### src/rtl/core/adsc_pkg.sv
// ----------------------------------------------------------------------------
// adsc_pkg
// shared widths, register indexes and constants of the deadzone shaper
// ----------------------------------------------------------------------------
package adsc_pkg;

  localparam int SAMPLE_W = 16;
  localparam int PCT_W    = 7;

  localparam logic [PCT_W-1:0] PCT_FULL = 7'd100;
  localparam logic [PCT_W-1:0] DZ_RST   = 7'd0;
  localparam logic [PCT_W-1:0] SAT_RST  = 7'd100;

  // floor(x / 100) == (x * RECIP_M) >> RECIP_SH, exact for x below 2**22
  localparam int              RECIP_W  = 23;
  localparam int              RECIP_SH = 29;
  localparam logic [RECIP_W-1:0] RECIP_M = 23'd5368710;

  typedef enum logic [0:0] {
    CFG_DEADZONE   = 1'b0,
    CFG_SATURATION = 1'b1
  } cfg_idx_e;

endpackage

### src/rtl/core/adsc_in_if.sv
// ----------------------------------------------------------------------------
// adsc_in_if
// sample channel: selector and raw sample with valid/ready
// ----------------------------------------------------------------------------
interface adsc_in_if;

  logic                                   valid;
  logic                                   ready;
  logic                                   func;
  logic signed [adsc_pkg::SAMPLE_W-1:0]   sample;

  modport source (output valid, output func, output sample, input ready);
  modport sink   (input valid, input func, input sample, output ready);

endinterface

### src/rtl/core/adsc_out_if.sv
// ----------------------------------------------------------------------------
// adsc_out_if
// result channel: shaped value with valid/ready
// ----------------------------------------------------------------------------
interface adsc_out_if;

  logic                                   valid;
  logic                                   ready;
  logic signed [adsc_pkg::SAMPLE_W-1:0]   shaped;

  modport source (output valid, output shaped, input ready);
  modport sink   (input valid, input shaped, output ready);

endinterface

### src/rtl/core/axis_deadzone_saturation_scale.sv
// ----------------------------------------------------------------------------
// axis_deadzone_saturation_scale
// deadzone and saturation shaping of stick axis and trigger samples
// ----------------------------------------------------------------------------
//  port        dir   handshake        payload
//  in_i        sink  valid/ready      func, sample
//  out_o       src   valid/ready      shaped
//  cfg_*_i     in    write enable     cfg_idx_i, cfg_data_i
//
//  one beat per cycle sustained while out_o is ready; the divider resolves
//  one quotient bit per stage
//  reset clears all valid bits and sets deadzone 0, saturation 100
//  a skid register behind the output register takes the beat in flight when
//  the sink stalls; in_i.ready drops only while the skid register is full
// ----------------------------------------------------------------------------
module axis_deadzone_saturation_scale #(
  parameter int AXIS_MAX    = 32767,
  parameter int TRIGGER_MAX = 255
) (
  input  logic                          clk_i,
  input  logic                          rst_ni,
  adsc_in_if.sink                       in_i,
  adsc_out_if.source                    out_o,
  input  logic                          cfg_we_i,
  input  adsc_pkg::cfg_idx_e            cfg_idx_i,
  input  logic [adsc_pkg::PCT_W-1:0]    cfg_data_i
);

  import adsc_pkg::*;

  localparam int MAXR = (AXIS_MAX > TRIGGER_MAX) ? AXIS_MAX : TRIGGER_MAX;
  localparam int RW   = $clog2(MAXR + 1);
  localparam int PW   = RW + PCT_W;
  localparam int CW   = (RW + 1 > SAMPLE_W) ? RW + 1 : SAMPLE_W;
  localparam int NW   = RW + CW;
  localparam int MW   = RECIP_SH + CW;

  localparam logic [RW-1:0]       AXIS_R  = RW'(AXIS_MAX);
  localparam logic [RW-1:0]       TRIG_R  = RW'(TRIGGER_MAX);
  localparam logic [SAMPLE_W-1:0] AXIS_HI = SAMPLE_W'(AXIS_MAX);
  localparam logic [SAMPLE_W-1:0] AXIS_LO = ~AXIS_HI;
  localparam logic [SAMPLE_W-1:0] TRIG_HI = SAMPLE_W'(TRIGGER_MAX);

  typedef struct packed {
    logic                trig;
    logic                bypass;
    logic                neg;
    logic                zero;
    logic                sat;
    logic [SAMPLE_W-1:0] sample;
  } side_t;

  // configuration
  logic [PCT_W-1:0] dz_q, sat_q;

  always_ff @(posedge clk_i or negedge rst_ni) begin
    if (!rst_ni) begin
      dz_q  <= DZ_RST;
      sat_q <= SAT_RST;
    end else if (cfg_we_i) begin
      case (cfg_idx_i)
        CFG_DEADZONE:   dz_q  <= cfg_data_i;
        CFG_SATURATION: sat_q <= cfg_data_i;
        default: ;
      endcase
    end
  end

  logic en;
  logic sk_v_q;
  assign en         = !sk_v_q;
  assign in_i.ready = en;

  // stage 1: range select, magnitude, range * percent
  logic [SAMPLE_W-1:0] smp, smp_abs, mag0;
  logic [RW-1:0]       rng0;
  side_t               side0;

  always_comb begin
    smp     = in_i.sample;
    smp_abs = smp[SAMPLE_W-1] ? (~smp + SAMPLE_W'(1)) : smp;
    rng0    = in_i.func ? TRIG_R : AXIS_R;
    // a negative trigger sample always lands inside the deadzone (bypass still passes it)
    if (in_i.func) begin
      mag0 = smp[SAMPLE_W-1] ? '0 : smp;
    end else begin
      mag0 = smp_abs;
    end
    side0.trig   = in_i.func;
    side0.bypass = (dz_q == '0) && (sat_q == PCT_FULL);
    side0.neg    = !in_i.func && smp[SAMPLE_W-1];
    side0.zero   = 1'b0;
    side0.sat    = 1'b0;
    side0.sample = smp;
  end

  logic          s1_v_q;
  side_t         s1_side_q;
  logic [CW-1:0] s1_mag_q;
  logic [RW-1:0] s1_rng_q;
  logic [PW-1:0] s1_pdz_q, s1_psat_q;

  always_ff @(posedge clk_i or negedge rst_ni) begin
    if (!rst_ni) begin
      s1_v_q <= 1'b0;
    end else if (en) begin
      s1_v_q <= in_i.valid;
    end
  end

  always_ff @(posedge clk_i) begin
    if (en) begin
      s1_side_q <= side0;
      s1_mag_q  <= CW'(mag0);
      s1_rng_q  <= rng0;
      s1_pdz_q  <= PW'(rng0) * PW'(dz_q);
      s1_psat_q <= PW'(rng0) * PW'(sat_q);
    end
  end

  // stage 2: cutoffs, divide by 100 through the reciprocal
  logic [MW-1:0] pm_dz, pm_sat;

  always_comb begin
    pm_dz  = MW'(s1_pdz_q) * MW'(RECIP_M);
    pm_sat = MW'(s1_psat_q) * MW'(RECIP_M);
  end

  logic          s2_v_q;
  side_t         s2_side_q;
  logic [CW-1:0] s2_mag_q, s2_dzc_q, s2_satc_q;
  logic [RW-1:0] s2_rng_q;

  always_ff @(posedge clk_i or negedge rst_ni) begin
    if (!rst_ni) begin
      s2_v_q <= 1'b0;
    end else if (en) begin
      s2_v_q <= s1_v_q;
    end
  end

  always_ff @(posedge clk_i) begin
    if (en) begin
      s2_side_q <= s1_side_q;
      s2_mag_q  <= s1_mag_q;
      s2_rng_q  <= s1_rng_q;
      s2_dzc_q  <= pm_dz[RECIP_SH +: CW];
      s2_satc_q <= pm_sat[RECIP_SH +: CW];
    end
  end

  // stage 3: region compares, distance and span
  side_t side2;

  always_comb begin
    side2      = s2_side_q;
    side2.zero = (s2_mag_q <= s2_dzc_q);
    side2.sat  = (s2_mag_q >= s2_satc_q);
  end

  logic          s3_v_q;
  side_t         s3_side_q;
  logic [CW-1:0] s3_diff_q, s3_den_q;
  logic [RW-1:0] s3_rng_q;

  always_ff @(posedge clk_i or negedge rst_ni) begin
    if (!rst_ni) begin
      s3_v_q <= 1'b0;
    end else if (en) begin
      s3_v_q <= s2_v_q;
    end
  end

  always_ff @(posedge clk_i) begin
    if (en) begin
      s3_side_q <= side2;
      s3_rng_q  <= s2_rng_q;
      s3_diff_q <= s2_mag_q - s2_dzc_q;
      s3_den_q  <= s2_satc_q - s2_dzc_q;
    end
  end

  // divider: entry 0 holds range * distance, each later entry one quotient bit
  logic          dv_v_q  [0:RW];
  side_t         dv_sd_q [0:RW];
  logic [NW-1:0] dv_r_q  [0:RW];
  logic [RW-1:0] dv_q_q  [0:RW];
  logic [CW-1:0] dv_d_q  [0:RW];

  logic [NW-1:0] dv_r_d  [1:RW];
  logic [RW-1:0] dv_q_d  [1:RW];

  always_comb begin
    logic [NW-1:0] dsub;
    for (int j = 1; j <= RW; j++) begin
      dsub = NW'(dv_d_q[j-1]) << (RW - j);
      if (dv_r_q[j-1] >= dsub) begin
        dv_r_d[j] = dv_r_q[j-1] - dsub;
        dv_q_d[j] = dv_q_q[j-1] | (RW'(1) << (RW - j));
      end else begin
        dv_r_d[j] = dv_r_q[j-1];
        dv_q_d[j] = dv_q_q[j-1];
      end
    end
  end

  always_ff @(posedge clk_i or negedge rst_ni) begin
    if (!rst_ni) begin
      for (int j = 0; j <= RW; j++) begin
        dv_v_q[j] <= 1'b0;
      end
    end else if (en) begin
      dv_v_q[0] <= s3_v_q;
      for (int j = 1; j <= RW; j++) begin
        dv_v_q[j] <= dv_v_q[j-1];
      end
    end
  end

  always_ff @(posedge clk_i) begin
    if (en) begin
      dv_sd_q[0] <= s3_side_q;
      dv_r_q[0]  <= NW'(s3_rng_q) * NW'(s3_diff_q);
      dv_q_q[0]  <= '0;
      dv_d_q[0]  <= s3_den_q;
      for (int j = 1; j <= RW; j++) begin
        dv_sd_q[j] <= dv_sd_q[j-1];
        dv_r_q[j]  <= dv_r_d[j];
        dv_q_q[j]  <= dv_q_d[j];
        dv_d_q[j]  <= dv_d_q[j-1];
      end
    end
  end

  // result select
  side_t               fin;
  logic [SAMPLE_W-1:0] quo, res;

  always_comb begin
    fin = dv_sd_q[RW];
    quo = SAMPLE_W'(dv_q_q[RW]);
    if (fin.bypass) begin
      res = fin.sample;
    end else if (fin.zero) begin
      res = '0;
    end else if (fin.sat) begin
      res = fin.trig ? TRIG_HI : (fin.neg ? AXIS_LO : AXIS_HI);
    end else begin
      res = fin.neg ? (~quo + SAMPLE_W'(1)) : quo;
    end
  end

  // output register and skid register
  logic                o_v_q;
  logic [SAMPLE_W-1:0] o_d_q, sk_d_q;
  logic                beat_out;
  logic                last_v;

  assign beat_out     = o_v_q && out_o.ready;
  assign last_v       = dv_v_q[RW];
  assign out_o.valid  = o_v_q;
  assign out_o.shaped = o_d_q;

  always_ff @(posedge clk_i or negedge rst_ni) begin
    if (!rst_ni) begin
      o_v_q  <= 1'b0;
      sk_v_q <= 1'b0;
    end else if (sk_v_q) begin
      if (beat_out) begin
        sk_v_q <= 1'b0;
      end
    end else if (!o_v_q || beat_out) begin
      o_v_q <= last_v;
    end else if (last_v) begin
      sk_v_q <= 1'b1;
    end
  end

  always_ff @(posedge clk_i) begin
    if (sk_v_q) begin
      if (beat_out) begin
        o_d_q <= sk_d_q;
      end
    end else if (!o_v_q || beat_out) begin
      o_d_q <= res;
    end else if (last_v) begin
      sk_d_q <= res;
    end
  end

  // checks
  a_skid_needs_out: assert property (@(posedge clk_i) disable iff (!rst_ni)
    sk_v_q |-> o_v_q)
    else $error("skid register full while output register empty");

  a_skid_hold: assert property (@(posedge clk_i) disable iff (!rst_ni)
    sk_v_q && !out_o.ready |=> sk_v_q && $stable(sk_d_q))
    else $error("skid register changed while sink stalled");

  a_pipe_frozen: assert property (@(posedge clk_i) disable iff (!rst_ni)
    !in_i.ready |=> $stable(last_v) && $stable(s1_v_q) && $stable(s3_v_q))
    else $error("pipeline moved while stalled");

  a_quo_range: assert property (@(posedge clk_i) disable iff (!rst_ni)
    last_v && !fin.bypass && !fin.zero && !fin.sat |->
      dv_q_q[RW] < (fin.trig ? TRIG_R : AXIS_R))
    else $error("rescaled quotient reached the range");

endmodule
### src/flat_wrapper.sv
// flat-port wrapper written by rule: the top's interface ports become plain ports
module axis_deadzone_saturation_scale_flat import adsc_pkg::*;
#(
  parameter int AXIS_MAX    = 32767,
  parameter int TRIGGER_MAX = 255
)
  (clk_i, rst_ni, cfg_we_i, cfg_idx_i, cfg_data_i, in_i_valid, in_i_func, in_i_sample, in_i_ready, out_o_valid, out_o_shaped, out_o_ready);
  adsc_in_if in_i_i ();
  adsc_out_if out_o_i ();
  input  logic clk_i;
  input  logic rst_ni;
  input  logic cfg_we_i;
  input  adsc_pkg::cfg_idx_e cfg_idx_i;
  input  logic [adsc_pkg::PCT_W-1:0] cfg_data_i;
  input wire logic [$bits(in_i_i.valid)-1:0] in_i_valid;
  input wire logic [$bits(in_i_i.func)-1:0] in_i_func;
  input wire logic [$bits(in_i_i.sample)-1:0] in_i_sample;
  output wire logic [$bits(in_i_i.ready)-1:0] in_i_ready;
  output wire logic [$bits(out_o_i.valid)-1:0] out_o_valid;
  output wire logic [$bits(out_o_i.shaped)-1:0] out_o_shaped;
  input wire logic [$bits(out_o_i.ready)-1:0] out_o_ready;
  assign in_i_i.valid = in_i_valid;
  assign in_i_i.func = in_i_func;
  assign in_i_i.sample = in_i_sample;
  assign in_i_ready = in_i_i.ready;
  assign out_o_valid = out_o_i.valid;
  assign out_o_shaped = out_o_i.shaped;
  assign out_o_i.ready = out_o_ready;
  axis_deadzone_saturation_scale #(.AXIS_MAX(AXIS_MAX), .TRIGGER_MAX(TRIGGER_MAX)) u_core (.clk_i(clk_i), .rst_ni(rst_ni), .in_i(in_i_i), .out_o(out_o_i), .cfg_we_i(cfg_we_i), .cfg_idx_i(cfg_idx_i), .cfg_data_i(cfg_data_i));
endmodule
### config.mk
export PLATFORM = sky130hd
export DESIGN_NAME = axis_deadzone_saturation_scale_flat
export DESIGN_NICKNAME = d
export VERILOG_FILES = /design/src/rtl/core/adsc_pkg.sv /design/src/rtl/core/adsc_in_if.sv /design/src/rtl/core/adsc_out_if.sv /design/src/rtl/core/axis_deadzone_saturation_scale.sv /design/src/flat_wrapper.sv
export SDC_FILE = /design/constraint.sdc
export NUM_CORES = 2
export LEC_CHECK = 0
export BUFFER_PORTS_ARGS = -buffer_cell sky130_fd_sc_hd__buf_2
export CAP_MARGIN = 20
export CORE_MARGIN = 4
export CORE_UTILIZATION = 40
export CTS_CLUSTER_DIAMETER = 120
export CTS_CLUSTER_SIZE = 40
export DETAILED_ROUTE_END_ITERATION = 16
export PLACE_DENSITY_LB_ADDON = 0.12
export SYNTH_ARGS = -nofsm -noshare
export SYNTH_HDL_FRONTEND = slang
export SYNTH_SLANG_ARGS = --single-unit
### constraint.sdc
create_clock -name clk_i -period 79.7 [get_ports clk_i]
set_input_delay 15.94 -clock clk_i [delete_from_list [all_inputs] [get_ports clk_i]]
set_output_delay 15.94 -clock clk_i [all_outputs]
set_load 0.02 [all_outputs]
==> flow_summary.toml <==
[outcome]
outcome = "completed"

[worst_hold_path]
hp-class = "flip-flop to flip-flop"

[floorplanning]
fp.coreArea_um2 = 223000
die_w_um = 481
ioPinCount = 48
dieHeight_um = 481
fp-row-count = 173
initial_core_util_pct = 40.3
dieArea_um2 = 232000

[clock_network]
cts_root_buf = "clkbuf_16"
cts_tree = "done"
post-cts-setup-buffer-count = 0
cts_buffers = 47
clk_pin_slew_ns = 0.14
ctsHoldBuffers = 0
post_cts_resize_count = 0
htree_levels = 2
clock-sinks = 1430
cts_buffer_depth = 3
clk_latency_ns = 0.76

[global_route]
grt_first_pass_wirelength_mm = 305
grt_pass1_vias = 52800
grt_max_degree = 157
grt.total_usage_pct = 16.8
antenna_found_initial = 2
grt_remaining_overflow = 0

[finish]
stdcell_count = 10200
areaGrowthSynthToFinish_pct = 6.19
fin_nets = 8821
nFillCells = 21000
register_area_um2 = 42800
multiInputGateArea_um2 = 41700
drive_gt1_share_pct = 4.30

[setup_path]
worstSetupPathType = "input port to flip-flop"
slowest_stage = "fa_1"
crit_arrival_ns = 21.34
crit_path_start_kind = "input port"
path_delay_family = "adder cells"
endpoint_kind = "flip-flop"
path_cells = "buf_2, clkinv_1, nand2_1, inv_1, fa_1, fa_1, inv_1, fa_1, inv_1, fa_1, ha_1, a21o_1, a21o_1, a21oi_1, nor2b_1, a31oi_1, a311oi_1, o21a_1, o2111a_1, a211o_1"
critPathBufInv = 5
max_stage_delay_ns = 0.59
cp_data_required_time_ns = 80.19
cp_max_fo = 10
critPathMostFrequentCell = "fa_1"

[synth]
ys.flop_type = "edfxtp_1"
async_flop_share_pct = 2.45
syn_area_per_cell_um2 = 12.5
synthesis.nets = 8758
syn-instance-count = 7167
netlist_area_um2 = 89600
ys_seq_area_share_pct = 47.7
synth_edf_count = 1395
synth-seq-cells = 1430
synth.distinct_cells = 100
synth_warnings = 0

[placement]
port_buffers = 47
post-place-cells = 10200
gp_congestion = 0.861
hpwl_mm = 155

[timing]
finalMaxSlewViolations = 0
fin_crit_ns = 20.85
max_freq_ghz = 0.0480
grt_setup_unrepaired = "no"
hold_viol_final = 0
setup_viol = 0
worst_pin_slew_ns = 1.05
clock_skew_ns = 0.0645
maxSlewHeadroom_pct = 29.8
whs_ns = 0.378
min_period_over_period_pct = 26.2
fin_setup_tns_ns = 0

[route]
drtPass1Iterations = 5
drc = 0
drt_wl_total_mm = 193
via_per_inst = 4.94
final_antenna_net_count = 0
drt-wirelength-per-cell_um = 18.8
first_iter_violations = 2752
vias = 50500

[job]
cap_violations = 0
[cell usage in the layout, fill, tap and decap left out, drive strengths merged, types with 84 or more instances in the layout]
cell type | netlist | routed
xnor2 | 240 | 240
edfxtp | 1395 | 1395
a21o | 123 | 123
ha | 944 | 944
nor3 | 113 | 113
nand3 | 89 | 89
xor2 | 139 | 139
nand2 | 330 | 330
o21ai | 271 | 271
a21oi | 322 | 322
inv | 1296 | 1301
fa | 617 | 617
mux2 | 84 | 84
nor2 | 321 | 321
[sequential cells by signal (all words and copies together), names as in the netlist, 19 cells and up]
name / count
u_core.s3_side_q: 21
u_core.dv_sd_q: 336
u_core.s2_side_q: 19
u_core.dv_r_q: 465
u_core.s1_pdz_q: 22
u_core.s1_side_q: 19
u_core.dv_d_q: 240
u_core.s1_psat_q: 22
u_core.dv_q_q: 120
[synth_stat cells, drive strengths merged, types with 45 or more instances]
library cell | n | share of area (%)
nand3 | 89 | 0.50
o21ai | 271 | 1.5
ha | 944 | 13
fa | 617 | 14
nand2b | 52 | 0.36
nand4 | 56 | 0.39
mux2 | 84 | 1.1
a21oi | 322 | 1.8
a21o | 123 | 1.0
inv | 1296 | 5.4
nand2 | 330 | 1.4
o21a | 45 | 0.38
nor2b | 72 | 0.50
nor4 | 59 | 0.44
edfxtp | 1395 | 47
xor2 | 139 | 1.4
nor2 | 321 | 1.3
nor3 | 113 | 0.65
xnor2 | 240 | 2.3
[metrics by stage]
step | area (µm²) | util [%] | setup slack (ns)
after global routing | 95200 | 42.8 | 58.52
final | 95200 | 42.8 | 58.85
after detailed placement | 93600 | 42.0 | 58.07
after global placement | 93600 | 42.0 | 58.08
after CTS | 95100 | 42.8 | 58.89
after floorplan | 89600 | - | 26.30
[worst register-to-register path, delay by kind of cell, from the launching register on]
family	cells	cell delay, ns
compound gates	7	1.99
fa+ha+maj	8	3.64
flops	1	0.64
simple gates	2	0.67
buf+inv	4	0.29
xor+xnor	1	0.06
[final timing paths]
| path | startpoint | end | slack, ns | depth (start not counted) |
|---|---|---|---|---|
| setup reg to reg | u_core.s1_psat_q[8] | u_core.s2_satc_q[8] | 72.18 | 22 |
| max in group asynchronous | rst_ni | u_core.dv_v_q[7] | 63.97 | 2 |
| hold / removal | u_core.s2_side_q[10] | u_core.s3_side_q[10] | 0.38 | 0 |
| setup / recovery | in_i_func | u_core.s1_pdz_q[21] | 58.85 | 20 |
| hold reg to reg | u_core.s2_side_q[10] | u_core.s3_side_q[10] | 0.38 | 0 |
| min in group asynchronous | rst_ni | u_core.sat_q[3] | 15.28 | 2 |
[cell type report]
cell class                 instances  share of cell area (%)
inverter                        1297                    5.12
clock buffer                      48                    1.24
timing repair buffer              81                   0.568
clock inverter                    20                   0.414
antenna                            1                 0.00263
tap                             2975                    3.91
sequential                      1430                    44.9
multi-input combinational       4373                    43.8
[kinds of logic after synthesis]
family	after synthesis	synth area share, %
adder cells (fa/ha/maj)	1561	27.0
flip-flops	1430	47.7
buffers and inverters	1364	5.80
AND/OR/NAND/NOR	1288	7.19
AO/OA/AOI/OAI	1049	7.44
XOR/XNOR	379	3.70
multiplexers	96	1.19
[routing by layer]
metal	vias to the layer above	global-route usage, %	part of all wire, %
met5	-	0	0
met3	125	1.19	1.9
met1	25100	21.8	44
met4	0	2.67	1.4
li1	24900	-	-
met2	447	31.1	52
Power is not shown: default switching activity piles up to over one toggle a cycle in this logic, so the estimate is an artifact.
